--- config.mk ---
export PLATFORM = sky130hd
export DESIGN_NAME = moving_average_window_flat
export DESIGN_NICKNAME = d
export VERILOG_FILES = /design/src/sv/mavg_pkg.sv /design/src/sv/mavg_if.sv /design/src/sv/mavg_ctrl.sv /design/src/sv/mavg_dp.sv /design/src/sv/moving_average_window.sv /design/src/flat_wrapper.sv
export SDC_FILE = /design/constraint.sdc
export NUM_CORES = 2
export LEC_CHECK = 0
export BUFFER_PORTS_ARGS = -buffer_cell sky130_fd_sc_hd__buf_2
export CAP_MARGIN = 25
export CORE_MARGIN = 2
export CORE_UTILIZATION = 63
export DETAILED_ROUTE_END_ITERATION = 6
export PLACE_DENSITY = 0.81
export SYNTH_ARGS = -nofsm -noshare
export SYNTH_HDL_FRONTEND = slang
export SYNTH_SLANG_ARGS = --single-unit
--- constraint.sdc ---
create_clock -name clk -period 7.6 [get_ports clk]
set_input_delay 1.14 -clock clk [delete_from_list [all_inputs] [get_ports clk]]
set_output_delay 1.14 -clock clk [all_outputs]
set_load 0.05 [all_outputs]
--- src/sv/mavg_pkg.sv ---
package mavg_pkg;

  // Fixed field widths of the channels and the configuration register.
  localparam int SAMPLE_W = 32;
  localparam int WL_W     = 7;

  // Default ring depth and the window length after reset.
  localparam int              MAX_WINDOW_DEF = 64;
  localparam logic [WL_W-1:0] WINDOW_RESET   = 7'd50;

  // Controller states.
  typedef enum logic [2:0] {
    ST_IDLE,
    ST_UPDATE,
    ST_LOAD,
    ST_DIVIDE,
    ST_DELIVER
  } mavg_state_t;

  // Commands from the controller to the datapath.
  typedef struct packed {
    logic capture;  // take the sample and read the oldest entry
    logic update;   // write the ring, update sum, count and pointer
    logic load;     // load the divider with the magnitude of the sum
    logic step;     // one quotient bit
    logic deliver;  // move the signed quotient to the output register
  } mavg_cmd_t;

  // Status from the datapath to the controller.
  typedef struct packed {
    logic out_free;  // output register empty or being emptied this cycle
  } mavg_status_t;

endpackage

--- src/sv/mavg_if.sv ---
// Sample channel: one signed fixed-point sample per item.
interface mavg_sample_if;
  import mavg_pkg::*;

  logic                       valid;
  logic                       ready;
  logic signed [SAMPLE_W-1:0] sample;

  modport source (output valid, output sample, input ready);
  modport sink   (input valid, input sample, output ready);
endinterface

// Result channel: the mean and the fill count for one sample.
interface mavg_result_if;
  import mavg_pkg::*;

  logic                       valid;
  logic                       ready;
  logic signed [SAMPLE_W-1:0] mean;
  logic        [WL_W-1:0]     fill_count;

  modport source (output valid, output mean, output fill_count, input ready);
  modport sink   (input valid, input mean, input fill_count, output ready);
endinterface

--- src/sv/mavg_ctrl.sv ---
module mavg_ctrl #(
  parameter int SUM_W = 38
) (
  input  logic                  clk,
  input  logic                  rst,
  input  logic                  in_valid,
  output logic                  in_ready,
  input  mavg_pkg::mavg_status_t sts,
  output mavg_pkg::mavg_cmd_t    cmd
);
  import mavg_pkg::*;

  localparam int STEP_W = $clog2(SUM_W);

  mavg_state_t       state, state_next;
  logic [STEP_W-1:0] step_cnt, step_cnt_next;

  // State and quotient bit counter.
  always_ff @(posedge clk) begin
    if (rst) begin
      state    <= ST_IDLE;
      step_cnt <= '0;
    end else begin
      state    <= state_next;
      step_cnt <= step_cnt_next;
    end
  end

  // Next state and commands.
  always_comb begin
    state_next    = state;
    step_cnt_next = step_cnt;
    cmd           = '0;
    in_ready      = 1'b0;
    case (state)
      ST_IDLE: begin
        in_ready = 1'b1;
        if (in_valid) begin
          cmd.capture = 1'b1;
          state_next  = ST_UPDATE;
        end
      end
      ST_UPDATE: begin
        cmd.update = 1'b1;
        state_next = ST_LOAD;
      end
      ST_LOAD: begin
        cmd.load      = 1'b1;
        step_cnt_next = STEP_W'(SUM_W - 1);
        state_next    = ST_DIVIDE;
      end
      ST_DIVIDE: begin
        cmd.step = 1'b1;
        if (step_cnt == '0) begin
          state_next = ST_DELIVER;
        end else begin
          step_cnt_next = step_cnt - 1'b1;
        end
      end
      ST_DELIVER: begin
        // Wait until the output register can take the result.
        if (sts.out_free) begin
          cmd.deliver = 1'b1;
          state_next  = ST_IDLE;
        end
      end
      default: begin
        state_next = ST_IDLE;
      end
    endcase
  end

endmodule

--- src/sv/mavg_dp.sv ---
module mavg_dp #(
  parameter int MAX_WINDOW = 64,
  parameter int SUM_W      = 38
) (
  input  logic                                  clk,
  input  logic                                  rst,
  input  logic                                  cfg_wr_en,
  input  logic        [mavg_pkg::WL_W-1:0]      cfg_wr_data,
  input  logic signed [mavg_pkg::SAMPLE_W-1:0]  sample,
  input  logic                                  out_ready,
  output logic                                  out_valid,
  output logic signed [mavg_pkg::SAMPLE_W-1:0]  mean,
  output logic        [mavg_pkg::WL_W-1:0]      fill_count,
  input  mavg_pkg::mavg_cmd_t                   cmd,
  output mavg_pkg::mavg_status_t                sts
);
  import mavg_pkg::*;

  localparam int PTR_W = $clog2(MAX_WINDOW);
  localparam int CNT_W = $clog2(MAX_WINDOW + 1);
  localparam int CMP_W = (CNT_W > WL_W) ? CNT_W : WL_W;

  // Ring store of samples; an entry read before it is written is never used.
  logic [SAMPLE_W-1:0] store [MAX_WINDOW];

  logic        [WL_W-1:0]     window_length;
  logic signed [SAMPLE_W-1:0] sample_reg;
  logic signed [SAMPLE_W-1:0] oldest;
  logic        [PTR_W-1:0]    head;
  logic        [CNT_W-1:0]    count;
  logic signed [SUM_W-1:0]    sum;
  logic                       neg;
  logic        [SUM_W-1:0]    dvd;
  logic        [CNT_W-1:0]    rem;

  logic        [CMP_W-1:0]    wl_ext;
  logic        [CMP_W-1:0]    eff_window;
  logic                       drop;
  logic        [CNT_W:0]      slot_raw;
  logic        [PTR_W-1:0]    slot;
  logic        [PTR_W-1:0]    head_inc;
  logic signed [SUM_W:0]      sum_wide;
  logic        [CNT_W:0]      rem_sh;
  logic        [CNT_W:0]      diff;
  logic        [SAMPLE_W-1:0] quo;

  // Window register.
  always_ff @(posedge clk) begin
    if (rst) begin
      window_length <= WINDOW_RESET;
    end else if (cfg_wr_en) begin
      window_length <= cfg_wr_data;
    end
  end

  // Effective window: zero counts as one, large values clamp to the depth.
  always_comb begin
    wl_ext = CMP_W'(window_length);
    if (wl_ext == '0) begin
      eff_window = CMP_W'(1);
    end else if (wl_ext > CMP_W'(MAX_WINDOW)) begin
      eff_window = CMP_W'(MAX_WINDOW);
    end else begin
      eff_window = wl_ext;
    end
  end

  // The oldest sample leaves when the window is already full.
  assign drop = CMP_W'(count) >= eff_window;

  // Write slot is head plus count, modulo the ring depth.
  always_comb begin
    slot_raw = (CNT_W + 1)'(head) + (CNT_W + 1)'(count);
    if (slot_raw >= (CNT_W + 1)'(MAX_WINDOW)) begin
      slot = PTR_W'(slot_raw - (CNT_W + 1)'(MAX_WINDOW));
    end else begin
      slot = PTR_W'(slot_raw);
    end
  end

  assign head_inc = (head == PTR_W'(MAX_WINDOW - 1)) ? '0 : head + 1'b1;

  // New sum: add the sample and take out the departing one.
  assign sum_wide = (SUM_W + 1)'(sum) + (SUM_W + 1)'(sample_reg)
                  - (drop ? (SUM_W + 1)'(oldest) : '0);

  // Ring store: read the oldest entry on capture, write the new sample on update.
  always_ff @(posedge clk) begin
    if (cmd.capture) begin
      sample_reg <= sample;
      oldest     <= store[head];
    end
    if (cmd.update) begin
      store[slot] <= sample_reg;
    end
  end

  // Pointer, count and running sum.
  always_ff @(posedge clk) begin
    if (rst) begin
      head  <= '0;
      count <= '0;
      sum   <= '0;
    end else if (cmd.update) begin
      sum <= SUM_W'(sum_wide);
      if (drop) begin
        head <= head_inc;
      end else begin
        count <= count + 1'b1;
      end
    end
  end

  // Restoring divider step: one quotient bit shifts into the dividend register.
  assign rem_sh = {rem, dvd[SUM_W-1]};
  assign diff   = rem_sh - (CNT_W + 1)'(count);
  assign quo    = dvd[SAMPLE_W-1:0];

  always_ff @(posedge clk) begin
    if (cmd.load) begin
      neg <= sum[SUM_W-1];
      dvd <= sum[SUM_W-1] ? SUM_W'(-sum) : SUM_W'(sum);
      rem <= '0;
    end else if (cmd.step) begin
      if (!diff[CNT_W]) begin
        rem <= diff[CNT_W-1:0];
        dvd <= {dvd[SUM_W-2:0], 1'b1};
      end else begin
        rem <= rem_sh[CNT_W-1:0];
        dvd <= {dvd[SUM_W-2:0], 1'b0};
      end
    end
  end

  // Output register.
  assign sts.out_free = !out_valid || out_ready;

  always_ff @(posedge clk) begin
    if (rst) begin
      out_valid <= 1'b0;
    end else if (cmd.deliver) begin
      out_valid <= 1'b1;
    end else if (out_ready) begin
      out_valid <= 1'b0;
    end
  end

  always_ff @(posedge clk) begin
    if (cmd.deliver) begin
      mean       <= neg ? -quo : quo;
      fill_count <= WL_W'(count);
    end
  end

endmodule

--- src/sv/moving_average_window.sv ---
// Channel   Dir  Fields               Handshake
// samples   in   sample[31:0] signed  valid/ready
// results   out  mean[31:0] signed,   valid/ready
//                fill_count[6:0]
// cfg       in   cfg_wr_data[6:0]     cfg_wr_en, no wait
//
// One sample holds the controller through the update, load, divide and deliver states,
// with the restoring divider producing one quotient bit per cycle; the result turns
// valid when the deliver state moves the signed quotient into the output register.
// A sample is taken only while the controller is idle; the next one can be
// accepted while the previous result still sits in the output register.
// A stalled result holds the controller before it delivers the following one.
// Reset is synchronous; it clears the sum, count, pointer and output valid, and
// returns the window register to 50.
module moving_average_window #(
  parameter int MAX_WINDOW = mavg_pkg::MAX_WINDOW_DEF
) (
  input  logic                          clk,
  input  logic                          rst,
  input  logic                          cfg_wr_en,
  input  logic [mavg_pkg::WL_W-1:0]     cfg_wr_data,
  mavg_sample_if.sink                   samples,
  mavg_result_if.source                 results
);
  import mavg_pkg::*;

  localparam int SUM_W = SAMPLE_W + $clog2(MAX_WINDOW);

  mavg_cmd_t    cmd;
  mavg_status_t sts;

  // Sequencing of one item.
  mavg_ctrl #(
    .SUM_W (SUM_W)
  ) u_ctrl (
    .clk      (clk),
    .rst      (rst),
    .in_valid (samples.valid),
    .in_ready (samples.ready),
    .sts      (sts),
    .cmd      (cmd)
  );

  // Ring store, running sum, divider and output register.
  mavg_dp #(
    .MAX_WINDOW (MAX_WINDOW),
    .SUM_W      (SUM_W)
  ) u_dp (
    .clk         (clk),
    .rst         (rst),
    .cfg_wr_en   (cfg_wr_en),
    .cfg_wr_data (cfg_wr_data),
    .sample      (samples.sample),
    .out_ready   (results.ready),
    .out_valid   (results.valid),
    .mean        (results.mean),
    .fill_count  (results.fill_count),
    .cmd         (cmd),
    .sts         (sts)
  );

endmodule

--- src/flat_wrapper.sv ---
// flat-port wrapper written by rule: the top's interface ports become plain ports
module moving_average_window_flat import mavg_pkg::*;
#(
  parameter int MAX_WINDOW = mavg_pkg::MAX_WINDOW_DEF
)
  (clk, rst, cfg_wr_en, cfg_wr_data, samples_valid, samples_sample, samples_ready, results_valid, results_mean, results_fill_count, results_ready);
  mavg_sample_if samples_i ();
  mavg_result_if results_i ();
  input  logic clk;
  input  logic rst;
  input  logic cfg_wr_en;
  input  logic [mavg_pkg::WL_W-1:0] cfg_wr_data;
  input wire logic [$bits(samples_i.valid)-1:0] samples_valid;
  input wire logic [$bits(samples_i.sample)-1:0] samples_sample;
  output wire logic [$bits(samples_i.ready)-1:0] samples_ready;
  output wire logic [$bits(results_i.valid)-1:0] results_valid;
  output wire logic [$bits(results_i.mean)-1:0] results_mean;
  output wire logic [$bits(results_i.fill_count)-1:0] results_fill_count;
  input wire logic [$bits(results_i.ready)-1:0] results_ready;
  assign samples_i.valid = samples_valid;
  assign samples_i.sample = samples_sample;
  assign samples_ready = samples_i.ready;
  assign results_valid = results_i.valid;
  assign results_mean = results_i.mean;
  assign results_fill_count = results_i.fill_count;
  assign results_i.ready = results_ready;
  moving_average_window #(.MAX_WINDOW(MAX_WINDOW)) u_core (.clk(clk), .rst(rst), .cfg_wr_en(cfg_wr_en), .cfg_wr_data(cfg_wr_data), .samples(samples_i), .results(results_i));
endmodule
Word level (Yosys, flattened, before mapping) --
Memories as Yosys holds them, arrays and structs flattened. A register that Yosys moved wholly into a read port is not among the register bits. Cells that the tools add are included. W data, S select, Z words.
Word-level totals: register bits after elaboration 185, bits in writable memories 2048, bits of input ports 44, output and inout bits 41, logic and storage cells 78, memories 1
Memories:
- u_core.u_dp.store | depth 64, width 32, rd ports 1, clocked after memory_dff 1, wr ports 1, RTL line mavg_dp.sv:24 | logic [SAMPLE_W-1:0] store [MAX_WINDOW];
Operators by class: add/subtract/negate cells 10, order comparisons 3, eq/ne operators 9, mux-type cells 29, bitwise operators 1, reduce and logical (&&, ||, !) cells 12
Operators by type and width (count):
- $mux W38 | 4
- $add A38 B32 Y38 | 1
- $neg A38 Y38 | 1
- $sub A38 B38 Y38 | 1
- $mux W32 | 1
- $neg A32 Y32 | 1
- $mux W7 | 3
- $mux W6 | 3
- $pmux W3 S5 | 1
- $mux W1 | 13
- $pmux W6 S2 | 1
- $sub A6 B1 Y6 const B | 2
- $mux W3 | 3
- $add A6 B7 Y8 | 1
- $ge A8 B7 Y1 const B | 1
- $sub A8 B7 Y8 | 1
- $add A7 B1 Y7 const B | 1
- $ge A7 B7 Y1 | 1
- $gt A7 B7 Y1 const B | 1
- $logic_not A7 Y1 | 1
- $add A6 B1 Y6 const B | 1
- $eq A3 B2 Y1 const B | 2
- $eq A6 B6 Y1 const B | 1
- $logic_not A6 Y1 | 1
- other kinds (11) | 17

Depth between registers and ports, before layout --
word-level depth 6, depth in mapped cells 26, mapped depth without buffers 25

By module --
From an unflattened synthesis, not the netlist that was laid out.
Second synthesis, totals: cell total of the unflattened synthesis 4523, area total of the unflattened synthesis 91534.0 um2
By module, submodules not included:
- mavg_dp | instances 1, cells each 4457, area each 90946.0 um2, sequential area each 67084.3 um2
- mavg_ctrl | instances 1, cells each 66, area each 588.1 um2, sequential area each 180.2 um2

Worst setup path before layout --
OpenSTA, ideal clock, no wires.
path kind input -> register, from in results_ready, to reg u_core.u_dp.fill_count[0] (netlist bit), enable pin, library setup time 0.533 ns, arrival time 4.910 ns, required time 7.067 ns, path slack 2.157 ns, stages on the path 2, path buffers 0, path through nor2b_1 nor4_1
RTL lines:
- start: declaration | RTL line flat_wrapper.sv:19 | input wire logic [$bits(results_i.ready)-1:0] results_ready;
- end signal: assignment | RTL line mavg_dp.sv:151 | fill_count <= WL_W'(count);
- end: declaration | RTL line mavg_dp.sv:13 | output logic [mavg_pkg::WL_W-1:0] fill_count,

Worst setup path in the final report --
from reg u_core.u_dp.window_length[2], to reg u_core.u_dp.sum[37]
On the way: longest elaborated chain between the ends 6, elaborated cells on any way between the ends 7, classes of those cells 1 x add/sub; 2 x order compare; 3 x mux; 1 x reduce/logical
Ends and longest elaborated chain:
- start: declaration | RTL line mavg_dp.sv:26 | logic [WL_W-1:0] window_length;
- start signal: assignment | RTL line mavg_dp.sv:52 | window_length <= cfg_wr_data;
- $gt A7 B7 Y1 | RTL line mavg_dp.sv:61 | end else if (wl_ext > CMP_W'(MAX_WINDOW)) begin
- $mux W7 | RTL line mavg_dp.sv:61
- $mux W7 (*) | RTL line mavg_dp.sv:59 | if (wl_ext == '0) begin
- $ge A7 B7 Y1 (*) | RTL line mavg_dp.sv:69 | assign drop = CMP_W'(count) >= eff_window;
- $mux W38 (*) | RTL line mavg_dp.sv:85 | - (drop ? (SUM_W + 1)'(oldest) : '0);
- $sub A38 B38 Y38 (*) | RTL line mavg_dp.sv:85
- end signal: assignment | RTL line mavg_dp.sv:105 | sum <= SUM_W'(sum_wide);
- end: declaration | RTL line mavg_dp.sv:31 | logic signed [SUM_W-1:0] sum;
Every way passes the cells marked *; elsewhere a longest branch is shown, timed or not. A chain may end at the register's enable or synchronous reset.

==> out/results.tsv <==
stage	metric	value	unit
placed_design	place_hpwl	121	mm
global_route	grt_max_degree	164	
sta	setup_viol	0	
route	drtIter0Drc	6753	
sta	rsz0062_at_grt	false	
route	route.vias.total	47100	
final_layout	fin_area	101000	sq um
route	wl_met2	121	mm
logic_synthesis	synth-seq-area-share	74.3	%
global_route	grt_overflow	0	
pwr	total_power	0.0279	W
route	first_pass_iters	6	
floorplan	die_x	383	um
cts	clk_pin_slew_worst_paths	0.06	ns
cts	h-tree-depth	4	
final_layout	stdcell_count	6614	
route	met3_length	26.6	mm
final_layout	final_common_cell	edfxtp_1	
sta	finClkSkew	0.0462	ns
sta	hold_viol	0	
floorplan	core-area	143000	sq um
floorplan	die_area	147000	sq um
cts	postCtsSetupBuffers	0	
cts	insertion_delay	0.85	ns
floorplan	die_h	383	um
sta	tightestPinTransition	1.08	ns
setup_path	cp-end-kind	flip-flop	
global_route	grt_pass1_wl	344	mm
route	drc	0	
setup_path	cp_max_fo	20	
job	max-cap-violations	0	
global_route	track_usage	33.3	%
logic_synthesis	syn_nets	4457	
final_layout	largest_register_ffs	2048	
cts	clock_path_buffers	3	
route	wl	241	mm
pwr	powerDensity	276	nW/um^2
cts	numCtsBuffers	211	
final_layout	fill_cells	7761	
placed_design	postPlaceCellArea	94200	sq um
hold_path	min_path_type	reg2reg	
setup_path	crit_type	reg2reg	
sta	max_freq	169	MHz
global_route	grt_pass1_vias	47200	
route	ant_nets	0	
logic_synthesis	syn-instance-count	4310	
cts	holdBufCountCts	0	
final_layout	drive_gt1_share	27.0	%
final_layout	final_cell_mix	edfxtp_1, mux4_2, clkbuf_16	
setup_path	worstPathArrival	6.60	ns
route	vias_per_cell	7.12	
cts	cts_sinks	2265	
global_route	antenna_found_initial	18	
pwr	p_leak	31.4	nW
cts	cts_tree	built	
route	top_layer	met5	
sta	min_period_over_period	77.7	%
pwr	ir_drop	0.271	mV
logic_synthesis	synth-edff-count	2190	
sta	drv_slew	0	
route	m1WireLength	81.8	mm
sta	slew_headroom	27.9	%
final_layout	nets	4685	
setup_path	critPathRequiredTime	8.30	ns
sta	worst_slack	1.70	ns
placed_design	post-place-ws	1.84	ns
cts	ctsResizeCount	0	
sta	final.setup.tns	0	ns
floorplan	initial_core_util	63.3	%
logic_synthesis	yosysWarnings	0	
logic_synthesis	synth_flop_cell	edfxtp_1	
logic_synthesis	syn-cell-area	90600	sq um
final_layout	top_regs	u_core.u_dp.store (2048), u_core.u_dp.dvd (38), u_core.u_dp.sum (38)	
logic_synthesis	synth_seq_cells	2265	
cts	root_buffer	clkbuf_16	
run_status	status	completed	
final_layout	top_register	u_core.u_dp.store	
logic_synthesis	yosysUniqueCellTypes	67	
logic_synthesis	syn_area_per_cell	21.0	sq um
floorplan	ioPinCount	85	
placed_design	dp_cells	6224	
final_layout	areaGrowthSynthToFinish	11.7	%
floorplan	rows	139	
setup_path	startpoint_type	flip-flop	
placed_design	gp_congestion	0.878	
sta	fin_crit	5.90	ns
logic_synthesis	async_flop_share	0	%
placed_design	portBuffers	84	
route	avgRoutedWirePerCell	36.5	um
## per-layer routing
metal | up-vias | track usage [%]
met5 | - | 0
met4 | 12 | 15.1
met3 | 774 | 7.11
met2 | 3859 | 54.2
met1 | 24300 | 44.0
li1 | 18100 | -
## final cells by class
class	count	area [sq um]	share of cell area (%)
antenna	3	7.51	0.00742
inverter	174	653	0.645
tap	1903	2380	2.35
timing repair buffer	216	1600	1.58
clock buffer	260	5590	5.52
clock inverter	123	1290	1.28
multi-input combinational	1670	22400	22.1
sequential	2265	67300	66.5
## through the flow
stage / hold slack, ns / utilization (%)
detailed placement: 0.448 / 65.8
finish: 0.460 / 70.7
global placement: 0.438 / 65.8
floorplan: 0.425 / -
global route: 0.451 / 70.7
CTS: 0.430 / 70.6
## kinds of logic (layout without fill, tap and decap cells)
logic type	Yosys count	in the layout	synth area share (%)
AOI/OAI and AO/OA	293	293	1.99
xor gates and xnor gates	115	115	1.11
adders and majority gates	103	103	1.75
buffers and inverters	375	773	1.56
DFF	2265	2265	74.3
muxes	687	687	16.9
other	0	3	0
and+or+nand+nor	472	472	2.46
## path summary, 6_finish.rpt
kind	start	end	slack, ns	cells past startpoint
max	u_core.u_dp.window_length[2]	u_core.u_dp.sum[37]	1.70	25
min	u_core.u_dp.sum[10]	u_core.u_dp.sum[10]	0.46	2
max reg2reg	u_core.u_dp.window_length[2]	u_core.u_dp.sum[37]	1.70	25
min reg2reg	u_core.u_dp.sum[10]	u_core.u_dp.sum[10]	0.46	2
## Yosys cell counts, types with 5 or more instances
| master | instances | area [sq um] |
|---|---|---|
| buf_1 | 56 | 210 |
| clkbuf_1 | 143 | 537 |
| nor3_1 | 27 | 135 |
| a211oi_1 | 11 | 82.6 |
| inv_1 | 165 | 619 |
| dfxtp_1 | 75 | 1500 |
| nor4_1 | 10 | 62.6 |
| nor2_1 | 125 | 469 |
| a21o_1 | 26 | 195 |
| fa_1 | 39 | 781 |
| xnor2_1 | 95 | 832 |
| or3_1 | 16 | 100 |
| edfxtp_1 | 2190 | 65800 |
| mux4_2 | 672 | 15100 |
| or4_1 | 9 | 67.6 |
| nand4_1 | 11 | 68.8 |
| nand2b_1 | 12 | 75.1 |
| inv_2 | 7 | 26.3 |
| nand2_1 | 157 | 589 |
| and2_1 | 36 | 225 |
| a31oi_1 | 5 | 31.3 |
| o21ai_0 | 82 | 410 |
| o31ai_1 | 23 | 173 |
| o41ai_1 | 9 | 78.8 |
| a21oi_1 | 73 | 365 |
| o21ai_1 | 23 | 115 |
| nand3_1 | 26 | 130 |
| o21bai_1 | 5 | 37.5 |
| ha_1 | 64 | 801 |
| mux2i_1 | 13 | 130 |
| xor2_1 | 20 | 175 |
| and3_1 | 14 | 87.6 |
| nor2b_1 | 12 | 75.1 |
## power by group
group	switching [W]	total, W	internal [W]
clock	0.00469	0.0108	0.00606
sequential	0.000149	0.0143	0.0141
combinational	0.00188	0.00293	0.00104
total	0.00673	0.0279	0.0212
## worst max-delay path, cell delays in order (launching register included)
cell and delay, ns:
dfxtp_1 0.33, nor3_1 0.20, a21oi_1 0.10, nor2_1 0.11
ha_1 0.23, nand2b_1 0.15, a21o_1 0.18, a21o_1 0.17
a21o_1 0.17, a21oi_1 0.17, o21ai_2 0.16, buf_4 0.25
buf_4 0.21, and2_1 0.17, fa_1 0.47, inv_1 0.04
ha_1 0.24, a2111oi_0 0.45, o21ai_0 0.15, and3_1 0.21
a221oi_1 0.30, o31a_1 0.34, o211ai_1 0.24, mux2i_1 0.17
a21oi_1 0.19, mux2_1 0.33
Note: power is estimated with default switching activity, not from simulation.
